File: config.mk
export PLATFORM = sky130hd
export DESIGN_NAME = fuzzy_best_match_search_unit
export DESIGN_NICKNAME = d
export VERILOG_FILES = /design/src/hw/rtl/fbms_pkg.sv /design/src/hw/rtl/fbms_ram.sv /design/src/hw/rtl/fbms_core.sv /design/src/hw/rtl/fuzzy_best_match_search_unit.sv
export SDC_FILE = /design/constraint.sdc
export NUM_CORES = 1
export LEC_CHECK = 0
export ABC_AREA = 1
export CORE_MARGIN = 4
export CORE_UTILIZATION = 45
export DETAILED_ROUTE_END_ITERATION = 7
export DONT_BUFFER_PORTS = 1
export PLACE_DENSITY = 0.71
export SYNTH_ARGS = -nofsm -noshare
export SYNTH_HDL_FRONTEND = slang
export SYNTH_SLANG_ARGS = --single-unit
File: constraint.sdc
create_clock -name clk -period 9.55 [get_ports clk]
set_input_delay 0.4775 -clock clk [delete_from_list [all_inputs] [get_ports clk]]
set_output_delay 0.4775 -clock clk [all_outputs]
set_load 0.005 [all_outputs]
File: src/hw/rtl/fbms_pkg.sv
// shared types, constants and scoring functions for the fuzzy best-match search unit
`timescale 1ns / 1ps

package fbms_pkg;

    localparam int MAX_QUERY = 64;
    localparam int MAX_WORD  = 64;
    localparam int MAX_WORDS = 1024;

    localparam int QADDR_W = $clog2(MAX_QUERY);
    localparam int QLEN_W  = $clog2(MAX_QUERY + 1);
    localparam int WLEN_W  = $clog2(MAX_WORD + 1);
    localparam int WIDX_W  = $clog2(MAX_WORDS);

    localparam int SYM_W   = 8;
    localparam int SCORE_W = 11;
    localparam int PEN_W   = 5;
    localparam int NUM_W   = 10;

    localparam logic [QLEN_W-1:0] QLEN_MAX  = QLEN_W'(MAX_QUERY);
    localparam logic [WLEN_W-1:0] WLEN_MAX  = WLEN_W'(MAX_WORD);
    localparam logic [WIDX_W-1:0] WIDX_LAST = WIDX_W'(MAX_WORDS - 1);

    localparam logic signed [SCORE_W:0] SCORE_HI  = 12'sd1023;
    localparam logic signed [SCORE_W:0] SCORE_LO  = -12'sd1024;
    localparam logic signed [SCORE_W:0] ADD_LEAD  = 12'sd10;
    localparam logic signed [SCORE_W:0] ADD_RUN   = 12'sd5;
    localparam logic signed [SCORE_W:0] ADD_MISS  = -12'sd1;
    localparam logic signed [PEN_W:0]   PEN_STEP  = -6'sd3;
    localparam logic signed [PEN_W:0]   PEN_FLOOR = -6'sd9;

    localparam logic [SYM_W-1:0] SEP_MAX   = 8'd32;
    localparam logic [SYM_W-1:0] FOLD_MASK = 8'hDF;
    localparam int               LEAD_BIT  = 6;

    typedef enum logic [1:0] {
        ACT_CLEAR  = 2'd0,
        ACT_APPEND = 2'd1,
        ACT_CAND   = 2'd2,
        ACT_FINISH = 2'd3
    } action_t;

    typedef enum logic {
        KIND_WORD    = 1'b0,
        KIND_OUTCOME = 1'b1
    } kind_t;

    typedef struct packed {
        action_t          action;
        logic [SYM_W-1:0] symbol;
        logic             word_end;
    } item_t;

    typedef struct packed {
        kind_t                     kind;
        logic signed [SCORE_W-1:0] word_score;
        logic [NUM_W-1:0]          word_number;
        logic                      found;
    } result_t;

    typedef struct packed {
        logic [QLEN_W-1:0]         pos;
        logic [SYM_W-1:0]          prev;
        logic                      run;
        logic signed [SCORE_W-1:0] score;
        logic signed [PEN_W-1:0]   pen;
    } word_st_t;

    typedef struct packed {
        logic               en;
        logic [QADDR_W-1:0] addr;
        logic [SYM_W-1:0]   data;
    } qwrite_t;

    function automatic logic signed [SCORE_W-1:0] sat_score(logic signed [SCORE_W:0] v);
        logic signed [SCORE_W-1:0] r;
        if (v > SCORE_HI)
            r = SCORE_HI[SCORE_W-1:0];
        else if (v < SCORE_LO)
            r = SCORE_LO[SCORE_W-1:0];
        else
            r = v[SCORE_W-1:0];
        return r;
    endfunction

    // one greedy comparison of a word byte against the current query byte
    function automatic word_st_t score_step(word_st_t st, logic [SYM_W-1:0] c,
                                            logic [SYM_W-1:0] nxt, logic [SYM_W-1:0] q,
                                            logic [QLEN_W-1:0] qlen);
        word_st_t                  r;
        logic                      lead;
        logic signed [SCORE_W:0]   s_ext;
        logic signed [SCORE_W:0]   add;
        logic signed [PEN_W:0]     p;
        r     = st;
        lead  = c[LEAD_BIT] & ~nxt[LEAD_BIT];
        s_ext = (SCORE_W+1)'(st.score);
        p     = (PEN_W+1)'(st.pen);
        if (st.pos < qlen)
        begin
            if ((c & FOLD_MASK) == (q & FOLD_MASK))
            begin
                if (st.prev <= SEP_MAX || lead)
                    add = ADD_LEAD;
                else if (st.run)
                    add = ADD_RUN;
                else
                    add = '0;
                r.run   = 1'b1;
                r.score = sat_score(s_ext + add);
                r.pos   = st.pos + 1'b1;
            end
            else
            begin
                r.run   = 1'b0;
                r.score = sat_score(s_ext + ADD_MISS);
                if (lead)
                begin
                    p     = p + PEN_STEP;
                    r.pen = (p < PEN_FLOOR) ? PEN_FLOOR[PEN_W-1:0] : p[PEN_W-1:0];
                end
            end
        end
        r.prev = c;
        return r;
    endfunction

endpackage

File: src/hw/rtl/fbms_ram.sv
// generic ram, one write port and two registered read ports
`timescale 1ns / 1ps

module fbms_ram #(
    parameter int WIDTH = 8,
    parameter int DEPTH = 64,
    localparam int ADDR_W = $clog2(DEPTH)
) (
    input  logic              clk,
    input  logic              we,
    input  logic [ADDR_W-1:0] waddr,
    input  logic [WIDTH-1:0]  wdata,
    input  logic [ADDR_W-1:0] raddr_a,
    input  logic [ADDR_W-1:0] raddr_b,
    output logic [WIDTH-1:0]  rdata_a,
    output logic [WIDTH-1:0]  rdata_b
);

    logic [WIDTH-1:0] mem [DEPTH];

    always_ff @(posedge clk)
    begin
        if (we)
            mem[waddr] <= wdata;
        rdata_a <= mem[raddr_a];
        rdata_b <= mem[raddr_b];
    end

endmodule

File: src/hw/rtl/fbms_core.sv
// word scoring state, best-word tracking and query bookkeeping
`timescale 1ns / 1ps

module fbms_core import fbms_pkg::*; (
    input  logic              clk,
    input  logic              rst_n,
    input  logic              take,
    input  item_t             item,
    input  logic [SYM_W-1:0]  q_cur,
    input  logic [SYM_W-1:0]  q_nxt,
    output logic [QLEN_W-1:0] pos_next,
    output qwrite_t           qwr,
    output logic              res_valid,
    output result_t           res
);

    logic [QLEN_W-1:0]         qlen_reg, qlen_next;
    word_st_t                  ws_reg, ws_next;
    logic [SYM_W-1:0]          held_reg, held_next;
    logic                      held_valid_reg, held_valid_next;
    logic [WLEN_W-1:0]         wlen_reg, wlen_next;
    logic [WIDX_W-1:0]         widx_reg, widx_next;
    logic signed [SCORE_W-1:0] best_score_reg, best_score_next;
    logic [WIDX_W-1:0]         best_idx_reg, best_idx_next;
    logic [WLEN_W-1:0]         best_len_reg, best_len_next;
    logic                      best_valid_reg, best_valid_next;

    word_st_t                  st1, st2;
    logic [SYM_W-1:0]          q2;
    logic [WLEN_W-1:0]         wlen_inc;
    logic signed [SCORE_W:0]   tot_ext;
    logic signed [SCORE_W-1:0] total;
    logic                      take_best;

    always_comb
    begin
        st1      = held_valid_reg ? score_step(ws_reg, held_reg, item.symbol, q_cur, qlen_reg)
                                  : ws_reg;
        q2       = (st1.pos != ws_reg.pos) ? q_nxt : q_cur;
        st2      = score_step(st1, item.symbol, '0, q2, qlen_reg);
        wlen_inc = (wlen_reg < WLEN_MAX) ? wlen_reg + 1'b1 : wlen_reg;
        tot_ext  = (SCORE_W+1)'(st2.score) + (SCORE_W+1)'(st2.pen);
        total    = sat_score(tot_ext);
        take_best = (total > best_score_reg)
                 || ((total == best_score_reg) && !(best_valid_reg && best_len_reg < wlen_inc));
    end

    always_comb
    begin
        qlen_next       = qlen_reg;
        ws_next         = ws_reg;
        held_next       = held_reg;
        held_valid_next = held_valid_reg;
        wlen_next       = wlen_reg;
        widx_next       = widx_reg;
        best_score_next = best_score_reg;
        best_idx_next   = best_idx_reg;
        best_len_next   = best_len_reg;
        best_valid_next = best_valid_reg;
        qwr.en          = 1'b0;
        qwr.addr        = qlen_reg[QADDR_W-1:0];
        qwr.data        = item.symbol;
        res_valid       = 1'b0;
        res.kind        = KIND_WORD;
        res.word_score  = total;
        res.word_number = NUM_W'(widx_reg);
        res.found       = 1'b0;
        if (take)
        begin
            case (item.action)
                ACT_CLEAR:
                begin
                    qlen_next = '0;
                end
                ACT_APPEND:
                begin
                    if (qlen_reg < QLEN_MAX)
                    begin
                        qwr.en    = 1'b1;
                        qlen_next = qlen_reg + 1'b1;
                    end
                end
                ACT_CAND:
                begin
                    wlen_next = wlen_inc;
                    if (!item.word_end)
                    begin
                        ws_next         = st1;
                        held_next       = item.symbol;
                        held_valid_next = 1'b1;
                    end
                    else
                    begin
                        res_valid = 1'b1;
                        if (take_best)
                        begin
                            best_score_next = total;
                            best_idx_next   = widx_reg;
                            best_len_next   = wlen_inc;
                            best_valid_next = 1'b1;
                        end
                        if (widx_reg < WIDX_LAST)
                            widx_next = widx_reg + 1'b1;
                        ws_next         = '0;
                        held_next       = '0;
                        held_valid_next = 1'b0;
                        wlen_next       = '0;
                    end
                end
                ACT_FINISH:
                begin
                    res_valid       = 1'b1;
                    res.kind        = KIND_OUTCOME;
                    res.word_score  = best_valid_reg ? best_score_reg : '0;
                    res.word_number = best_valid_reg ? NUM_W'(best_idx_reg) : '0;
                    res.found       = best_valid_reg;
                    ws_next         = '0;
                    held_next       = '0;
                    held_valid_next = 1'b0;
                    wlen_next       = '0;
                    widx_next       = '0;
                    best_score_next = '0;
                    best_idx_next   = '0;
                    best_len_next   = '0;
                    best_valid_next = 1'b0;
                end
                default:
                begin
                    qlen_next = qlen_reg;
                end
            endcase
        end
        pos_next = ws_next.pos;
    end

    always_ff @(posedge clk or negedge rst_n)
    begin
        if (!rst_n)
        begin
            qlen_reg       <= '0;
            ws_reg         <= '0;
            held_reg       <= '0;
            held_valid_reg <= 1'b0;
            wlen_reg       <= '0;
            widx_reg       <= '0;
            best_score_reg <= '0;
            best_idx_reg   <= '0;
            best_len_reg   <= '0;
            best_valid_reg <= 1'b0;
        end
        else
        begin
            qlen_reg       <= qlen_next;
            ws_reg         <= ws_next;
            held_reg       <= held_next;
            held_valid_reg <= held_valid_next;
            wlen_reg       <= wlen_next;
            widx_reg       <= widx_next;
            best_score_reg <= best_score_next;
            best_idx_reg   <= best_idx_next;
            best_len_reg   <= best_len_next;
            best_valid_reg <= best_valid_next;
        end
    end

endmodule

File: src/hw/rtl/fuzzy_best_match_search_unit.sv
// top level of the fuzzy best-match search unit
//
// channel   dir   tdata                                  tuser    tlast
// s_*       in    symbol[7:0]                            action   word_end
// m_*       out   word_score[10:0] word_number[20:11]    kind     -
//                 found[21], zero pad to 24 bits
//
// one request per cycle in while s_tready is high, at most one result per request, results registered
// query bytes sit in a 64-entry ram read at the current and next query position
// a two-entry output buffer keeps s_tready registered; it drops only while both are full
// rst_n is asynchronous and clears the query length, word state and best-word record
`timescale 1ns / 1ps

module fuzzy_best_match_search_unit import fbms_pkg::*; (
    input  logic        clk,
    input  logic        rst_n,
    input  logic        s_tvalid,
    output logic        s_tready,
    input  logic [7:0]  s_tdata,    // symbol
    input  logic [1:0]  s_tuser,    // action
    input  logic        s_tlast,
    output logic        m_tvalid,
    input  logic        m_tready,
    output logic [23:0] m_tdata,    // word_score, word_number, found
    output logic [0:0]  m_tuser     // kind
);

    item_t              item;
    logic               take;
    logic [QLEN_W-1:0]  pos_next;
    qwrite_t            qwr;
    logic               res_valid;
    result_t            res;
    logic [QADDR_W-1:0] ra_a, ra_b;
    logic [SYM_W-1:0]   rd_a, rd_b;
    logic [SYM_W-1:0]   q_cur, q_nxt;

    logic               hit_a_reg, hit_b_reg;
    logic [SYM_W-1:0]   byp_reg;

    logic               out_valid_reg, skid_valid_reg;
    result_t            out_reg, skid_reg;
    logic               push, out_free;

    assign item.action   = action_t'(s_tuser);
    assign item.symbol   = s_tdata;
    assign item.word_end = s_tlast;
    assign s_tready      = !skid_valid_reg;
    assign take          = s_tvalid && s_tready;

    fbms_core u_core (
        .clk       (clk),
        .rst_n     (rst_n),
        .take      (take),
        .item      (item),
        .q_cur     (q_cur),
        .q_nxt     (q_nxt),
        .pos_next  (pos_next),
        .qwr       (qwr),
        .res_valid (res_valid),
        .res       (res)
    );

    assign ra_a = pos_next[QADDR_W-1:0];
    assign ra_b = ra_a + 1'b1;

    fbms_ram #(
        .WIDTH (SYM_W),
        .DEPTH (MAX_QUERY)
    ) u_query_ram (
        .clk     (clk),
        .we      (qwr.en),
        .waddr   (qwr.addr),
        .wdata   (qwr.data),
        .raddr_a (ra_a),
        .raddr_b (ra_b),
        .rdata_a (rd_a),
        .rdata_b (rd_b)
    );

    // same-cycle write forwarding
    always_ff @(posedge clk or negedge rst_n)
    begin
        if (!rst_n)
        begin
            hit_a_reg <= 1'b0;
            hit_b_reg <= 1'b0;
        end
        else
        begin
            hit_a_reg <= qwr.en && (qwr.addr == ra_a);
            hit_b_reg <= qwr.en && (qwr.addr == ra_b);
        end
    end

    always_ff @(posedge clk)
    begin
        byp_reg <= qwr.data;
    end

    assign q_cur = hit_a_reg ? byp_reg : rd_a;
    assign q_nxt = hit_b_reg ? byp_reg : rd_b;

    // output register plus skid entry
    assign push     = take && res_valid;
    assign out_free = !out_valid_reg || m_tready;

    always_ff @(posedge clk or negedge rst_n)
    begin
        if (!rst_n)
        begin
            out_valid_reg  <= 1'b0;
            skid_valid_reg <= 1'b0;
        end
        else if (out_free)
        begin
            out_valid_reg  <= skid_valid_reg || push;
            skid_valid_reg <= 1'b0;
        end
        else if (push)
        begin
            skid_valid_reg <= 1'b1;
        end
    end

    always_ff @(posedge clk)
    begin
        if (out_free)
            out_reg <= skid_valid_reg ? skid_reg : res;
        else if (push)
            skid_reg <= res;
    end

    assign m_tvalid = out_valid_reg;
    assign m_tdata  = {2'b00, out_reg.found, out_reg.word_number, out_reg.word_score};
    assign m_tuser  = out_reg.kind;

endmodule

==> flow_metrics.py <==
metrics = {
    "yosys": {
        "async_flop_share": 0.160,
        "synth_top_area_frac": 0.450,
        "syn-instance-count": 3644,
        "yosysMostFrequentCell": "nand2_1",
        "synth_ff_type": "edfxtp_1",
        "synth_edf_count": 494,
        "yosysTopAreaCell": "edfxtp_1",
        "synth_common_cells": "592 x nand2_1, 507 x nand3_1, 494 x edfxtp_1",
        "ys_seq_area_frac": 0.537,
        "syn-cell-area_um2": 33000,
        "avgSynthCellArea_um2": 9.05,
        "ys_warn_count": 0,
        "synthTopCellsByArea": "edfxtp_1 45%, nand3_1 7.7%, dfrtp_1 7.4%",
        "ys_types": 55,
        "synth_seq_cells": 613,
    },
    "power_and_ir_drop": {
        "max-vdd-ir-drop_uv": 263,
        "p_leak_nw": 14.4,
        "power.total_mw": 8.48,
        "power_density_nw_per_um2": 235,
    },
    "die": {
        "core_um2": 72800,
        "dieHeight_um": 279,
        "fp-row-count": 99,
        "die-area_um2": 77700,
        "die_x_um": 279,
        "start_util": 0.453,
        "ioPinCount": 42,
    },
    "finish": {
        "area_delta_synth_final_pct": 9.36,
        "final_nets": 3605,
        "drive_above_1_share": 0.0565,
        "finalNonFillerCells": 4536,
        "largest_register_ff_count": 448,
    },
    "route": {
        "drcViolationCount": 0,
        "drt-wirelength-per-cell_um": 20.4,
        "antenna_left": 0,
        "first_pass_iters": 6,
        "wirelength_mm": 92.3,
        "via_per_inst": 5.91,
        "route.vias.total": 26800,
        "drt_iter0_drc": 3133,
    },
    "timing": {
        "setup_violations": 0,
        "worst_pin_slew_ns": 1.23,
        "slew_headroom": 0.177,
        "finalCritPeriodShare": 0.906,
        "post-route-min-period_ns": 8.65,
        "max_freq_mhz": 116,
        "skew_ns": 0.0520,
        "setup_tns_ns": 0,
        "hold_viol": 0,
        "slew_viol_final": 0,
        "rsz0062_at_grt": "no",
    },
    "worst_setup_path": {
        "r2r_end": "u_core.best_score_reg[5]",
        "worstPathMaxFanout": 29,
        "end_kind": "flip-flop",
        "critical_path.slowest_cell": "dfrtp_1",
        "timing.rr.start": "u_core.qlen_reg[3]",
        "arrival_ns": 9.14,
        "required_ns": 10.04,
        "path_class": "reg2reg",
        "reg2reg_depth": 50,
        "cpMostUsedCell": "a21oi_1",
        "crit_buf_inv": 9,
        "crit_path_max_incr_delay_ns": 0.52,
        "ff2ff_setup_slack_ns": 0.90,
        "critPathTopFamily": "compound AO/OA/AOI/OAI gates",
        "start_kind": "flip-flop",
    },
    "global_routing": {
        "grt_pass1_wl_mm": 143,
        "grt_pass1_vias": 25300,
        "overflow": 0,
        "grt_max_degree": 259,
        "grt_usage": 0.231,
        "antenna_found_initial": 1,
    },
    "placed_design": {
        "dpl.hpwl_mm": 53.8,
        "place_congestion": 0.850,
        "dp.cells": 4405,
        "port_buffers": 0,
    },
    "clock_network": {
        "cts_tree": "built",
        "root_buffer": "clkbuf_16",
        "cts_sinks": 613,
        "post-cts-setup-buffers": 0,
        "clk_latency_ns": 0.64,
        "cts_buffers": 69,
        "cts.clk_slew.worst_paths_ns": 0.06,
        "clk_path_buf_depth": 3,
        "htree_levels": 3,
    },
    "outcome": {
        "outcome": "finished clean",
    },
    "hold_path": {
        "hold_path_end": "u_core.held_reg[7]",
        "holdPathStages": 2,
        "worstHoldStart": "s_tdata[7]",
        "hp-class": "in2reg",
    },
    "job": {
        "drv_cap": 0,
    },
}
[layout by cell type, fill, tap and decap left out, types with 11 or more instances in the layout]
master / n
nand2_1: 591
nand3_1: 507
edfxtp_1: 494
inv_1: 415
o21ai_0: 286
a21oi_1: 273
o211ai_1: 235
nor2_1: 131
dfrtp_1: 98
o22ai_1: 78
clkbuf_16: 70
ha_1: 58
xor2_1: 53
nor3_1: 30
buf_4: 28
dfxtp_1: 21
o21ai_1: 17
nand4_1: 17
clkinv_1: 12
inv_2: 12
clkinv_2: 11
[cells by family (layout without fill, tap and decap cells)]
logic type,Yosys count,in the layout,share of synthesized area
muxes,2,2,0.000607
adders and majority gates,62,62,0.0242
DFF,613,613,0.537
and+or+nand+nor,1321,1321,0.177
xor gates and xnor gates,66,66,0.0182
other,1,4,0.000114
buffers and inverters,668,598,0.0819
AOI/OAI and AO/OA,911,911,0.161
[final cells by class]
class	instances	area, µm²
flip-flops and latches	613	17700
inverters	438	1670
well taps	959	1200
clock buffers	79	1800
fillers	6613	36800
multi-input cells	2364	12600
diodes	2	5.00
repair buffers	42	512
clock inverters	39	551
[per-layer routing]
metal  vias to the layer above  global-route usage  wire (µm)
met2                      1317               0.375      43400
met1                     12700               0.308      37300
li1                      12600                   -          -
met5                         -                   0          0
met3                       209              0.0480       8540
met4                         0              0.0886       3150
[repair_timing]
action / in CTS / in global routing
resized for setup: 0 / 6
endpoints found under the setup margin: 0 / 29
hold buffers: 11 / 0
hold endpoints to repair: 555 / 0
[report_power, final]
group	total (mW)	leakage, nW	switching [mW]	internal, mW
Clock	2.75	1.13	1.14	1.61
Sequential	3.18	5.99	0.0771	3.10
Combinational	2.56	7.29	1.66	0.894
Total	8.48	14.4	2.88	5.61
[worst max-delay path by stage]
stage                                   from                       end  slack [ns]  cells after the start
after detailed placement          s_tdata[6]  u_core.best_score_reg[3]        0.77                     60
after floorplan           u_core.qlen_reg[4]     u_core.best_valid_reg        1.35                     53
final                     u_core.qlen_reg[3]  u_core.best_score_reg[5]        0.90                     50
after CTS                 u_core.qlen_reg[4]  u_core.best_score_reg[5]        0.74                     50
after global placement    u_core.qlen_reg[2]  u_core.best_score_reg[6]        0.93                     51
after global routing      u_core.qlen_reg[2]     u_core.best_valid_reg        0.05                     51
[metrics by stage]
stage               worst slack (ns)   util  instance area (µm²)  hold WS, ns
finish                         0.896  0.495                36100       0.0497
detailed placement             0.771  0.459                33400        0.192
CTS                            0.741  0.495                36000       0.0321
floorplan                       1.35      -                33000        0.182
global route                  0.0491  0.495                36100       0.0554
global placement               0.933  0.459                33400        0.191
Power figures use the tool's default switching activity.
